===== config.mk =====
export PLATFORM = sky130hd
export DESIGN_NAME = bf_front_flat
export DESIGN_NICKNAME = d
export VERILOG_FILES = /design/src/bf_pkg.sv /design/src/bf_if.sv /design/src/bf_front.sv /design/src/flat_wrapper.sv
export SDC_FILE = /design/constraint.sdc
export NUM_CORES = 1
export LEC_CHECK = 0
export ABC_CLOCK_PERIOD_IN_PS = 7100
export BUFFER_PORTS_ARGS = -buffer_cell sky130_fd_sc_hd__buf_2
export CAP_MARGIN = 30
export CORE_UTILIZATION = 25
export CTS_BUF_LIST = sky130_fd_sc_hd__clkbuf_4 sky130_fd_sc_hd__clkbuf_8
export DETAILED_ROUTE_END_ITERATION = 6
export GPL_TIMING_DRIVEN = 0
export PLACE_DENSITY = 0.4
export RECOVER_POWER = 50
export SYNTH_ARGS = -nofsm -noshare
export SYNTH_HDL_FRONTEND = slang
export SYNTH_SLANG_ARGS = --single-unit

===== constraint.sdc =====
create_clock -name clk -period 7.1 [get_ports clk]
set_clock_uncertainty 0.05 [all_clocks]
set_input_delay 0.71 -clock clk [delete_from_list [all_inputs] [get_ports clk]]
set_output_delay 0.71 -clock clk [all_outputs]
set_load 0.05 [all_outputs]

===== src/bf_pkg.sv =====
// Shared types, codes and constants of the Blowfish cipher block.
// No dependencies; bf_front, bf_engine and the top level import this package.
`default_nettype none

package bf_pkg;

    // Default values of the top-level parameters.
    localparam int DEF_ROUNDS        = 16;
    localparam int DEF_MAX_KEY_BYTES = 64;

    // Fixed geometry of the S-boxes.
    localparam int S_BOXES     = 4;
    localparam int S_BOX_DEPTH = 256;
    localparam int S_PAIRS     = S_BOXES * S_BOX_DEPTH / 2;

    // Every table word written by the host has each byte XORed with this mask.
    localparam logic [31:0] BYTE_MASK_WORD = 32'h9191_9191;

    // Key length register.
    localparam int              KEY_LEN_W     = 7;
    localparam logic [KEY_LEN_W-1:0] KEY_LEN_RESET = 7'd64;

    // Command codes on the input channel.
    localparam logic [2:0] CMD_WR_P   = 3'd0;
    localparam logic [2:0] CMD_WR_S   = 3'd1;
    localparam logic [2:0] CMD_WR_K   = 3'd2;
    localparam logic [2:0] CMD_EXPAND = 3'd3;
    localparam logic [2:0] CMD_ENC    = 3'd4;
    localparam logic [2:0] CMD_DEC    = 3'd5;

    // Result kinds on the output channel.
    localparam logic [1:0] KIND_ENC = 2'd0;
    localparam logic [1:0] KIND_DEC = 2'd1;
    localparam logic [1:0] KIND_EXP = 2'd2;

    // Depth of the queue between front and back.
    localparam int QUEUE_DEPTH = 2;
    localparam int QCW         = $clog2(QUEUE_DEPTH + 1);

    typedef enum logic [2:0] {
        OP_WR_P,
        OP_WR_S,
        OP_WR_K,
        OP_EXPAND,
        OP_ENC,
        OP_DEC
    } bf_op_t;

    // One classified item as it waits in the queue.
    typedef struct packed {
        bf_op_t      op;
        logic [9:0]  index;
        logic [31:0] word;
        logic [7:0]  key_byte;
        logic [31:0] left_half;
        logic [31:0] right_half;
    } bf_item_t;

    // Queue status seen by the back end and the top level.
    typedef struct packed {
        logic           valid;
        logic [QCW-1:0] count;
    } bf_q_status_t;

endpackage

`default_nettype wire


===== src/bf_if.sv =====
// Valid/ready channel interfaces for commands and results.
// No dependencies.
`default_nettype none

interface bf_in_if;
    logic        valid;
    logic        ready;
    logic [2:0]  command;
    logic [9:0]  index;
    logic [31:0] table_word;
    logic [7:0]  key_byte;
    logic [31:0] left_half;
    logic [31:0] right_half;

    modport source (output valid, command, index, table_word, key_byte, left_half,
                    right_half, input ready);
    modport sink (input valid, command, index, table_word, key_byte, left_half,
                  right_half, output ready);
endinterface


`default_nettype wire


===== src/bf_front.sv =====
// Front end: accepts commands, classifies them and queues them for the back end.
// Depends on bf_pkg and bf_if.
`default_nettype none

module bf_front (
    input  wire logic          clk,
    input  wire logic          rst_n,
    bf_in_if.sink              cmd_ch,
    output bf_pkg::bf_item_t   q_item,
    output bf_pkg::bf_q_status_t q_status,
    input  wire logic          q_pop
);
    import bf_pkg::*;

    localparam int QW = (QUEUE_DEPTH > 1) ? $clog2(QUEUE_DEPTH) : 1;

    bf_item_t       mem_reg [QUEUE_DEPTH];
    logic [QW-1:0]  wr_ptr_reg, wr_ptr_next;
    logic [QW-1:0]  rd_ptr_reg, rd_ptr_next;
    logic [QCW-1:0] count_reg, count_next;
    bf_item_t       item;
    logic           keep;
    logic           push;

    // Unknown commands are dropped here and never reach the back end.
    always_comb
    begin
        item.op         = OP_WR_P;
        item.index      = cmd_ch.index;
        item.word       = cmd_ch.table_word ^ BYTE_MASK_WORD;
        item.key_byte   = cmd_ch.key_byte;
        item.left_half  = cmd_ch.left_half;
        item.right_half = cmd_ch.right_half;
        keep            = 1'b1;
        case (cmd_ch.command)
            CMD_WR_P:   item.op = OP_WR_P;
            CMD_WR_S:   item.op = OP_WR_S;
            CMD_WR_K:   item.op = OP_WR_K;
            CMD_EXPAND: item.op = OP_EXPAND;
            CMD_ENC:    item.op = OP_ENC;
            CMD_DEC:    item.op = OP_DEC;
            default:    keep = 1'b0;
        endcase
    end

    assign cmd_ch.ready = (count_reg != QCW'(QUEUE_DEPTH));
    assign push         = cmd_ch.valid && cmd_ch.ready && keep;

    always_comb
    begin
        wr_ptr_next = wr_ptr_reg;
        rd_ptr_next = rd_ptr_reg;
        if (push)
        begin
            wr_ptr_next = (wr_ptr_reg == QW'(QUEUE_DEPTH - 1)) ? '0 : wr_ptr_reg + 1'b1;
        end
        if (q_pop)
        begin
            rd_ptr_next = (rd_ptr_reg == QW'(QUEUE_DEPTH - 1)) ? '0 : rd_ptr_reg + 1'b1;
        end
        count_next = count_reg + QCW'(push) - QCW'(q_pop);
    end

    always_ff @(posedge clk or negedge rst_n)
    begin
        if (!rst_n)
        begin
            wr_ptr_reg <= '0;
            rd_ptr_reg <= '0;
            count_reg  <= '0;
        end
        else
        begin
            wr_ptr_reg <= wr_ptr_next;
            rd_ptr_reg <= rd_ptr_next;
            count_reg  <= count_next;
        end
    end

    always_ff @(posedge clk)
    begin
        if (push)
        begin
            mem_reg[wr_ptr_reg] <= item;
        end
    end

    assign q_item         = mem_reg[rd_ptr_reg];
    assign q_status.valid = (count_reg != '0);
    assign q_status.count = count_reg;

endmodule

`default_nettype wire


===== src/flat_wrapper.sv =====
// flat-port wrapper written by rule: the top's interface ports become plain ports
module bf_front_flat import bf_pkg::*;
  (clk, rst_n, q_item, q_status, q_pop, cmd_ch_valid, cmd_ch_command, cmd_ch_index, cmd_ch_table_word, cmd_ch_key_byte, cmd_ch_left_half, cmd_ch_right_half, cmd_ch_ready);
  bf_in_if cmd_ch_i ();
  input  wire logic clk;
  input  wire logic rst_n;
  output bf_pkg::bf_item_t q_item;
  output bf_pkg::bf_q_status_t q_status;
  input  wire logic q_pop;
  input wire logic [$bits(cmd_ch_i.valid)-1:0] cmd_ch_valid;
  input wire logic [$bits(cmd_ch_i.command)-1:0] cmd_ch_command;
  input wire logic [$bits(cmd_ch_i.index)-1:0] cmd_ch_index;
  input wire logic [$bits(cmd_ch_i.table_word)-1:0] cmd_ch_table_word;
  input wire logic [$bits(cmd_ch_i.key_byte)-1:0] cmd_ch_key_byte;
  input wire logic [$bits(cmd_ch_i.left_half)-1:0] cmd_ch_left_half;
  input wire logic [$bits(cmd_ch_i.right_half)-1:0] cmd_ch_right_half;
  output wire logic [$bits(cmd_ch_i.ready)-1:0] cmd_ch_ready;
  assign cmd_ch_i.valid = cmd_ch_valid;
  assign cmd_ch_i.command = cmd_ch_command;
  assign cmd_ch_i.index = cmd_ch_index;
  assign cmd_ch_i.table_word = cmd_ch_table_word;
  assign cmd_ch_i.key_byte = cmd_ch_key_byte;
  assign cmd_ch_i.left_half = cmd_ch_left_half;
  assign cmd_ch_i.right_half = cmd_ch_right_half;
  assign cmd_ch_ready = cmd_ch_i.ready;
  bf_front u_core (.clk(clk), .rst_n(rst_n), .cmd_ch(cmd_ch_i), .q_item(q_item), .q_status(q_status), .q_pop(q_pop));
endmodule

==> results by group, run 1 <==
Worst setup path
  • CP delay by family, top: simple AND/OR/NAND/NOR gates
  • Worst EP arrival: 3720 ps
  • CP Class: flop to flop
  • CP cell instances: nand2b_1, nand3_1, nor2_1, buf_16, buf_16
  • Crit-path slowest cell: nor2_1
  • CP max FO: 25
  • CP bufs+invs: 2
  • CP required: 7290 ps
  • Worst setup EP type: flop
  • Critical path startpoint category: flop
  • Most used cell, CP: buf_16
  • CP max stage delay: 2000 ps

Clock network
  • Num CTS Buffers: 42
  • Worst skew pair latency: 540 ps
  • TritonCTS clock tree: built
  • PostCTS Resize Cnt: 0
  • Post-CTS Setup Bufs: 0
  • Maximum clock insertion buffer count: 3
  • CTS Root Cell: clkbuf_8
  • Clock sinks: 238
  • Clock-pin transition on the worst setup and hold timing paths: 70 ps
  • Htree depth: 2

Drt
  • Routed len/inst: 16.25 um
  • Detailed-router iteration count before antenna repair: 4
  • DRC Markers: 0
  • DR iter-0 viols: 165
  • Routed WL: 19100 um
  • DR vias: 4652
  • Via/cell ratio: 3.959
  • Post-DRT Antenna Nets: 0

Floorplan
  • Core ar.: 34540 um^2
  • Initial core utilization: 25.41%
  • Die Y: 189.4 um
  • # IOs: 242
  • Cell row count: 68
  • Die W: 189.4 um
  • Die area: 35860 um^2

Global routing
  • Largest net degree at the start of global routing: 62
  • GRT overflow: 0
  • Total track usage: 10.45%
  • First-pass GRT wire length: 28710 um
  • Initial antenna violation count: 1
  • Vias in the first global route: 5260

Hold path
  • Worst hold path type: input pin to flop

Yosys
  • Yosys top cell area share: 80.07%
  • Synth cell types: 17
  • Register area share after synthesis: 81.21%
  • Synth Cell Area: 8776 um^2
  • Syn_nets: 521
  • Syn avg cell area: 22.05 um^2
  • Synth top area cells: edfxtp_1, mux2_2, mux2_4
  • Gate Count Post-Synth: 398
  • Synth Register Bits: 238
  • Cell taking the most area after synthesis: edfxtp_1
  • Synth warnings: 0

Placed design
  • Cell area after placement: 10680 um^2
  • Pre-CTS setup slack: 4164 ps
  • Post-Place Cells: 1099
  • Post-DP HPWL: 12950 um
  • I/O Buffers: 241
  • Placer congestion estimate: 0.7197

Final layout
  • Fin nets: 812
  • Number of flip-flops in the largest register: 234
  • Reg area: 7127 um^2
  • Footprint of the multi-input gates: 1505 um^2
  • # fillers: 3437
  • Post-Layout Cell Count: 1175
  • Cell area after layout: 11480 um^2
  • Proportion of layout cells with a drive suffix above 1: 54.24%
  • Layout area overhead: 30.78%

Timing
  • Fmax: 283.5 MHz
  • Slew @ Worst Pin: 2681 ps
  • Final WS setup: 3573 ps
  • Rel. slew slack: -79.39%
  • Tcrit/Tclk final: 49.68%
  • Final hold slack: 300.2 ps
  • Hold Vio Cnt, Final: 0
  • Setup TNS: 0 ps
  • Fin crit period: 3527 ps
  • RSZ-0062 raised after global routing: false
  • Final Max Tran Viols: 23
  • Final Setup Violations: 0

Job
  • Max-cap violations: 1

Power and ir drop
  • Leak: 4.248 nW
  • Pwr/cell area: 466.5 nW/um^2
  • Peak VDD IR: 208.4 uV

Run status
  • Status: complete, but fails checks
  • Failing checks: capacitance limit, slew limit
## through the flow
| stage | util (%) | power (mW) |
|---|---|---|
| floorplan | - | 3.639 |
| global placement | 30.55 | 4.154 |
| detailed placement | 30.93 | 4.157 |
| CTS | 33.44 | 5.474 |
| global route | 33.22 | 5.597 |
| finish | 33.23 | 5.354 |
## cell usage after synthesis
| cell type | n |
|---|---|
| inv_1 | 15 |
| dfrtp_1 | 4 |
| and2_1 | 2 |
| mux2_2 | 97 |
| nand2_1 | 1 |
| or2_2 | 1 |
| ha_1 | 2 |
| buf_2 | 9 |
| nand3_1 | 1 |
| nand2b_1 | 1 |
| nor2_1 | 1 |
| xor2_1 | 1 |
| mux2_4 | 20 |
| buf_6 | 4 |
| edfxtp_1 | 234 |
| nor2b_1 | 2 |
| xnor2_1 | 3 |
## cell families after synthesis
| logic type | Yosys count | synth area share, % |
|---|---|---|
| XOR/XNOR | 4 | 0.3993 |
| adder cells (fa/ha/maj) | 2 | 0.2851 |
| buffers and inverters | 28 | 1.668 |
| flip-flops | 238 | 81.21 |
| multiplexers | 117 | 15.87 |
| AND/OR/NAND/NOR | 9 | 0.5702 |
## layout make-up
class | count | area share, %
inverter | 15 | 0.4906
buffer | 13 | 0.7740
timing repair buffer | 247 | 11.08
clock buffer | 58 | 6.410
sequential | 238 | 62.10
clock inverter | 16 | 1.057
antenna | 1 | 0.02180
tap | 455 | 4.960
multi-input combinational | 132 | 13.11
## cell usage in the layout (no fill, tap or decap), types with 4 or more instances in the layout
cell,instances
clkinv_1,7
clkbuf_4,10
inv_1,15
clkbuf_1,54
clkinv_2,7
dfrtp_1,4
mux2_4,20
mux2_2,97
buf_2,195
buf_6,4
edfxtp_1,234
clkbuf_8,48
## what timing repair did
action / CTS / global route
hold buffers: 1 / 0
hold endpoints to repair: 4 / 0
setup endpoints to repair: 0 / 0
## report_power, final
part	internal, mW	switching (mW)
Clock	0.740	0.536
Combinational	0.620	1.56
Sequential	1.84	0.0548
Total	3.20	2.15
## routing by layer
layer	wire length, um	vias up	track usage, %	part of all wire [%]
met2	9930	165	18.72	52
met3	1471	49	3.744	7.7
met4	537	0	4.715	2.8
li1	-	2148	-	-
met1	7158	2290	10.86	37
met5	0	-	0	0
## path summary, 6_finish.rpt
| kind | from | end | slack [ps] | cells after the start |
|---|---|---|---|---|
| hold reg to reg | u_core.count_reg[1] | u_core.count_reg[1] | 490 | 1 |
| setup reg to reg | u_core.count_reg[1] | u_core.mem_reg[0][65] | 3570 | 5 |
| setup / recovery | u_core.count_reg[1] | u_core.mem_reg[0][65] | 3570 | 5 |
| min in group asynchronous | rst_n | u_core.count_reg[1] | 500 | 2 |
| max in group asynchronous | rst_n | u_core.rd_ptr_reg | 6310 | 2 |
| hold / removal | cmd_ch_left_half[15] | u_core.mem_reg[1][47] | 300 | 1 |
No activity file was read; power rests on OpenSTA's default activity.
==> run 2, diff against run 1 <==
--- a/config.mk
+++ b/config.mk
@@ -5,7 +5,7 @@
 export SDC_FILE = /design/constraint.sdc
 export NUM_CORES = 1
 export LEC_CHECK = 0
-export ABC_CLOCK_PERIOD_IN_PS = 7100
+export ABC_CLOCK_PERIOD_IN_PS = 3560
 export BUFFER_PORTS_ARGS = -buffer_cell sky130_fd_sc_hd__buf_2
 export CAP_MARGIN = 30
 export CORE_UTILIZATION = 25
==> constraint.sdc (replaced) <==
create_clock -name clk -period 3.56 [get_ports clk]
set_clock_uncertainty 0.05 [all_clocks]
set_input_delay 0.356 -clock clk [delete_from_list [all_inputs] [get_ports clk]]
set_output_delay 0.356 -clock clk [all_outputs]
set_load 0.05 [all_outputs]
==> results by group, run 2 (synthesis gave the netlist of run 1 again) <==
Placed design
  • I/O Buffers: 241
  • Post-DP HPWL: 12740 um
  • Placer congestion estimate: 0.7106
  • Pre-CTS setup slack: 985.8 ps

Global routing
  • Initial antenna violation count: 0
  • Vias in the first global route: 5687
  • GRT overflow: 0
  • First-pass GRT wire length: 29720 um
  • Largest net degree at the start of global routing: 61
  • Total track usage: 10.61%

Clock network
  • TritonCTS clock tree: built
  • Clock sinks: 238
  • Maximum clock insertion buffer count: 3
  • CTS Root Cell: clkbuf_8
  • Worst skew pair latency: 530 ps
  • Clock-pin transition on the worst setup and hold timing paths: 60 ps
  • Post-CTS Setup Bufs: 0
  • Htree depth: 2
  • Num CTS Buffers: 43

Drt
  • Via/cell ratio: 3.917
  • Detailed-router iteration count before antenna repair: 4
  • DRC Markers: 0
  • Post-DRT Antenna Nets: 0
  • DR vias: 5033
  • Routed WL: 19190 um
  • DR iter-0 viols: 110
  • Routed len/inst: 14.93 um

Worst setup path
  • Worst EP arrival: 3030 ps
  • Critical path startpoint category: flop
  • Worst setup EP type: flop
  • CP required: 3730 ps
  • CP max stage delay: 1160 ps
  • CP delay by family, top: simple AND/OR/NAND/NOR gates
  • CP bufs+invs: 2
  • Most used cell, CP: buf_12
  • Crit-path slowest cell: nor2_1
  • Stages on the worst setup path: 5
  • CP cell instances: nand2b_2, nand3_1, nor2_1, buf_12, buf_12
  • CP max FO: 31
  • Reg2Reg Depth: 5
  • CP Class: flop to flop

Final layout
  • Final core occ: 36.05%
  • Proportion of layout cells with a drive suffix above 1: 43.61%
  • # fillers: 3415
  • Fin nets: 921
  • Number of flip-flops in the largest register: 234
  • Commonest cells after routing, fill and taps aside: edfxtp_1, buf_2, dlygate4sd3_1
  • Commonest non-fill, non-tap cell in the layout: edfxtp_1
  • N_diodes: 0
  • Layout area overhead: 41.89%

Floorplan
  • Die area: 35860 um^2
  • Die Y: 189.4 um
  • Cell row count: 68
  • Die W: 189.4 um
  • # IOs: 242
  • Initial core utilization: 25.41%
  • Core ar.: 34540 um^2

Power and ir drop
  • Peak VDD IR: 439.7 uV
  • Leak: 4.588 nW
  • Pwr/cell area: 847.6 nW/um^2

Timing
  • Fmax: 350.5 MHz
  • Rel. slew slack: 0.1265%
  • Hold Vio Cnt, Final: 0
  • Slew @ Worst Pin: 1493 ps
  • Fin crit period: 2853 ps
  • Final Setup Violations: 0
  • RSZ-0062 raised after global routing: false
  • Final Max Tran Viols: 0
  • Final WS setup: 707.0 ps
  • Tcrit/Tclk final: 80.14%

Job
  • Max-cap violations: 1

Run status
  • Status: complete, but fails checks
  • Failing checks: capacitance limit

Hold path
  • Worst hold path type: input pin to flop
  • Hold path cells: 2
[run 2: cell types whose count changed in the layout (fill, tap and decap cells not counted), sizes merged]
cell         change
bufinv           -2
clkbuf          +25
clkinv           +5
dlygate4sd3    +108
diode            -1
buf             -27
clkinvlp         +1
inv              +1
[run 2: timing repair]
item / in CTS / in global routing
gates resized for setup: 0 / 0
endpoints found under the setup margin: 0 / 0
endpoints found under the hold margin: 217 / 0
hold buffers: 109 / 0
[run 2: report_power, final]
group / leakage (nW) / internal, mW / total [mW] / switching, mW
Sequential: 2.20 / 3.67 / 3.78 / 0.116
Combinational: 1.97 / 1.30 / 4.43 / 3.12
Clock: 0.418 / 1.27 / 2.34 / 1.07
Total: 4.59 / 6.24 / 10.6 / 4.31
[run 2: stage by stage]
stage	hold slack [ps]	power [mW]	area [um^2]	instances	setup TNS, ps
6_report	43.80	10.55	12450	1285	0
2_1_floorplan	10.41	7.210	8787	398	0
4_1_cts	0.1700	10.79	12560	1285	0
5_1_grt	13.47	11.07	12450	1285	0
3_5_place_dp	123.3	8.276	10680	1099	0
3_3_place_gp	117.5	8.197	10560	1094	-79980
[run 2: worst paths after layout]
kind,startpoint,end,slack (ps)
max,u_core.count_reg[1],u_core.mem_reg[0][34],710
min reg2reg,u_core.wr_ptr_reg,u_core.wr_ptr_reg,460
max reg2reg,u_core.count_reg[1],u_core.mem_reg[0][34],710
min,cmd_ch_table_word[8],u_core.mem_reg[1][80],40
min in group asynchronous,rst_n,u_core.rd_ptr_reg,170
max in group asynchronous,rst_n,u_core.count_reg[1],3080
[run 2: worst reg2reg max path: cells and delay by family, from the launching register on]
kind / cells / cell delay (ps)
buf+inv: 2 / 550
flops: 1 / 460
simple gates: 3 / 1450
[run 2: final cells by class]
| type | count | area, um^2 | area share (%) |
|---|---|---|---|
| inverter | 15 | 56.30 | 0.4522 |
| sequential | 238 | 7127 | 57.23 |
| multi-input combinational | 132 | 1508 | 12.11 |
| clock inverter | 21 | 93.84 | 0.7536 |
| timing repair buffer | 355 | 2313 | 18.58 |
| tap | 455 | 569.3 | 4.572 |
| buffer | 13 | 88.84 | 0.7134 |
| clock buffer | 56 | 695.7 | 5.587 |
[run 2: per-layer routing]
layer	vias to the layer above	global-route usage [%]	routed length, um
met1	2427	11.61	7516
met5	-	0	0
met2	188	18.43	9508
li1	2366	-	-
met3	52	4.096	1613
met4	0	4.094	553
==> run 3, diff against run 2 <==
--- a/config.mk
+++ b/config.mk
@@ -5,14 +5,14 @@
 export SDC_FILE = /design/constraint.sdc
 export NUM_CORES = 1
 export LEC_CHECK = 0
-export ABC_CLOCK_PERIOD_IN_PS = 3560
+export ABC_CLOCK_PERIOD_IN_PS = 2500
 export BUFFER_PORTS_ARGS = -buffer_cell sky130_fd_sc_hd__buf_2
 export CAP_MARGIN = 30
 export CORE_UTILIZATION = 25
 export CTS_BUF_LIST = sky130_fd_sc_hd__clkbuf_4 sky130_fd_sc_hd__clkbuf_8
 export DETAILED_ROUTE_END_ITERATION = 6
 export GPL_TIMING_DRIVEN = 0
-export PLACE_DENSITY = 0.4
+export PLACE_DENSITY = 0.42
 export RECOVER_POWER = 50
 export SYNTH_ARGS = -nofsm -noshare
 export SYNTH_HDL_FRONTEND = slang
==> constraint.sdc (replaced) <==
create_clock -name clk -period 2.5 [get_ports clk]
set_clock_uncertainty 0.05 [all_clocks]
set_input_delay 0.25 -clock clk [delete_from_list [all_inputs] [get_ports clk]]
set_output_delay 0.25 -clock clk [all_outputs]
set_load 0.05 [all_outputs]
==> results by group, run 3 (synthesis gave the netlist of run 1 again) <==
Placed design
  • I/O Buffers: 241
  • Post-DP HPWL: 12970 um
  • Post-Place Cells: 1099
  • Cell area after placement: 10700 um^2
  • Placer congestion estimate: 0.7113

Global routing
  • GRT overflow: 0
  • Vias in the first global route: 5688
  • Initial antenna violation count: 0
  • First-pass GRT wire length: 30430 um
  • Total track usage: 11.00%
  • Largest net degree at the start of global routing: 64

Clock network
  • Clock sinks: 238
  • Clock-pin transition on the worst setup and hold timing paths: 60 ps
  • PostCTS Resize Cnt: 0
  • TritonCTS clock tree: built
  • CTS Root Cell: clkbuf_8
  • Worst skew pair latency: 540 ps
  • Maximum clock insertion buffer count: 3
  • Num CTS Buffers: 44
  • Htree depth: 2

Drt
  • Detailed-router iteration count before antenna repair: 4
  • Routed WL: 19870 um
  • Via/cell ratio: 3.910
  • DR iter-0 viols: 113
  • Post-DRT Antenna Nets: 0
  • DRC Markers: 0
  • DR vias: 5071
  • Routed len/inst: 15.32 um

Worst setup path
  • Reg2Reg Depth: 5
  • RR Endpoint: u_core.mem_reg[1][73]
  • CP max FO: 63
  • Crit-path slowest cell: and2_4
  • Worst EP arrival: 2450 ps
  • Worst flop-to-flop path startpoint: u_core.count_reg[1]
  • Critical path startpoint category: flop
  • Reg2reg setup slack: 210 ps
  • CP delay by family, top: simple AND/OR/NAND/NOR gates
  • CP cell instances: nand2b_4, nand3_4, inv_1, and2_4, buf_16
  • CP bufs+invs: 2
  • Worst setup EP type: flop
  • CP Class: flop to flop
  • CP max stage delay: 700 ps
  • CP required: 2650 ps

Hold path
  • Hold Path Origin: cmd_ch_table_word[2]
  • Worst hold path type: input pin to flop
  • Hold path cells: 2
  • Hold EP: u_core.mem_reg[1][74]

Power and ir drop
  • Sw Ratio: 40.71%
  • Clock share of power: 23.0%
  • Internal power: 9.050 mW
  • Peak VDD IR: 647.8 uV
  • Leak: 4.658 nW
  • Reg power frac: 35.3%
  • Combinational share of power: 41.6%
  • Pwr/cell area: 1208 nW/um^2
  • Switching pwr: 6.213 mW

Final layout
  • Layout area overhead: 43.94%
  • Cell area after layout: 12630 um^2
  • Number of flip-flops in the largest register: 234
  • Fin nets: 934
  • Post-Layout Cell Count: 1297
  • N_diodes: 0
  • Proportion of layout cells with a drive suffix above 1: 43.47%
  • Commonest cells after routing, fill and taps aside: edfxtp_1, buf_2, dlygate4sd3_1
  • Commonest non-fill, non-tap cell in the layout: edfxtp_1

Timing
  • Fmax: 436.1 MHz
  • Rel. slew slack: 43.50%
  • Hold Vio Cnt, Final: 0
  • Final hold slack: 384.6 ps
  • Fin crit period: 2293 ps
  • Slew @ Worst Pin: 847.5 ps
  • RSZ-0062 raised after global routing: false
  • Final Max Tran Viols: 0
  • Tcrit/Tclk final: 91.71%
  • Final Setup Violations: 0

Floorplan
  • Core ar.: 34540 um^2
  • # IOs: 242
  • Initial core utilization: 25.41%
  • Die area: 35860 um^2
  • Cell row count: 68
  • Die W: 189.4 um
  • Die Y: 189.4 um

Run status
  • Status: finished, final reports clean

Job
  • Max-cap violations: 0
==> run 3: stage by stage <==
stage	setup TNS (ps)	utilization [%]	power [mW]	setup slack [ps]
floorplan	-76220	-	10.28	-651.5
global placement	-173430	30.64	11.67	-1436
detailed placement	0	30.97	11.82	164.4
CTS	0	36.86	15.59	114.9
global route	0	36.57	15.98	32.09
finish	0	36.57	15.26	207.2
==> run 3: worst max path at each step <==
stage | slack (ps) | from | endpoint | depth (start not counted)
detailed placement | 160 | u_core.count_reg[1] | u_core.mem_reg[1][57] | 5
global route | 30 | u_core.count_reg[1] | u_core.mem_reg[1][80] | 5
finish | 210 | u_core.count_reg[1] | u_core.mem_reg[1][73] | 5
floorplan | -650 | u_core.count_reg[0] | u_core.mem_reg[0][0] | 3
global placement | -1440 | cmd_ch_command[2] | u_core.mem_reg[0][17] | 4
CTS | 110 | u_core.rd_ptr_reg | q_item[36] | 4
==> run 3: final cells by class <==
type                       count  area (um^2)
fill                        3373        21910
sequential                   238         7128
timing repair buffer         367         2432
multi-input combinational    132         1533
clock buffer                  57        709.4
tap                          455        569.3
clock inverter                20        113.9
buffer                        13        90.09
inverter                      15        56.30
==> run 3: what timing repair did <==
item | 4_1_cts | 5_1_grt
buffers inserted | 0 | 0
hold endpoints to repair | 240 | 0
hold buffers | 121 | 0
==> run 3: power by group through the flow <==
stage	sequential [mW]	clock, mW	combinational (mW)
2_1_floorplan	5.51	0	4.77
3_3_place_gp	5.50	0	6.18
3_5_place_dp	5.48	0	6.33
4_1_cts	5.40	3.68	6.51
5_1_grt	5.45	3.83	6.69
6_report	5.39	3.51	6.35
==> run 3: layer usage <==
layer / GRT usage [%] / wire length (um) / vias up
li1: - / - / 2393
met1: 11.61 / 7559 / 2462
met2: 19.47 / 10260 / 175
met3: 4.152 / 1512 / 41
met4: 4.684 / 534 / 0
met5: 0 / 0 / -
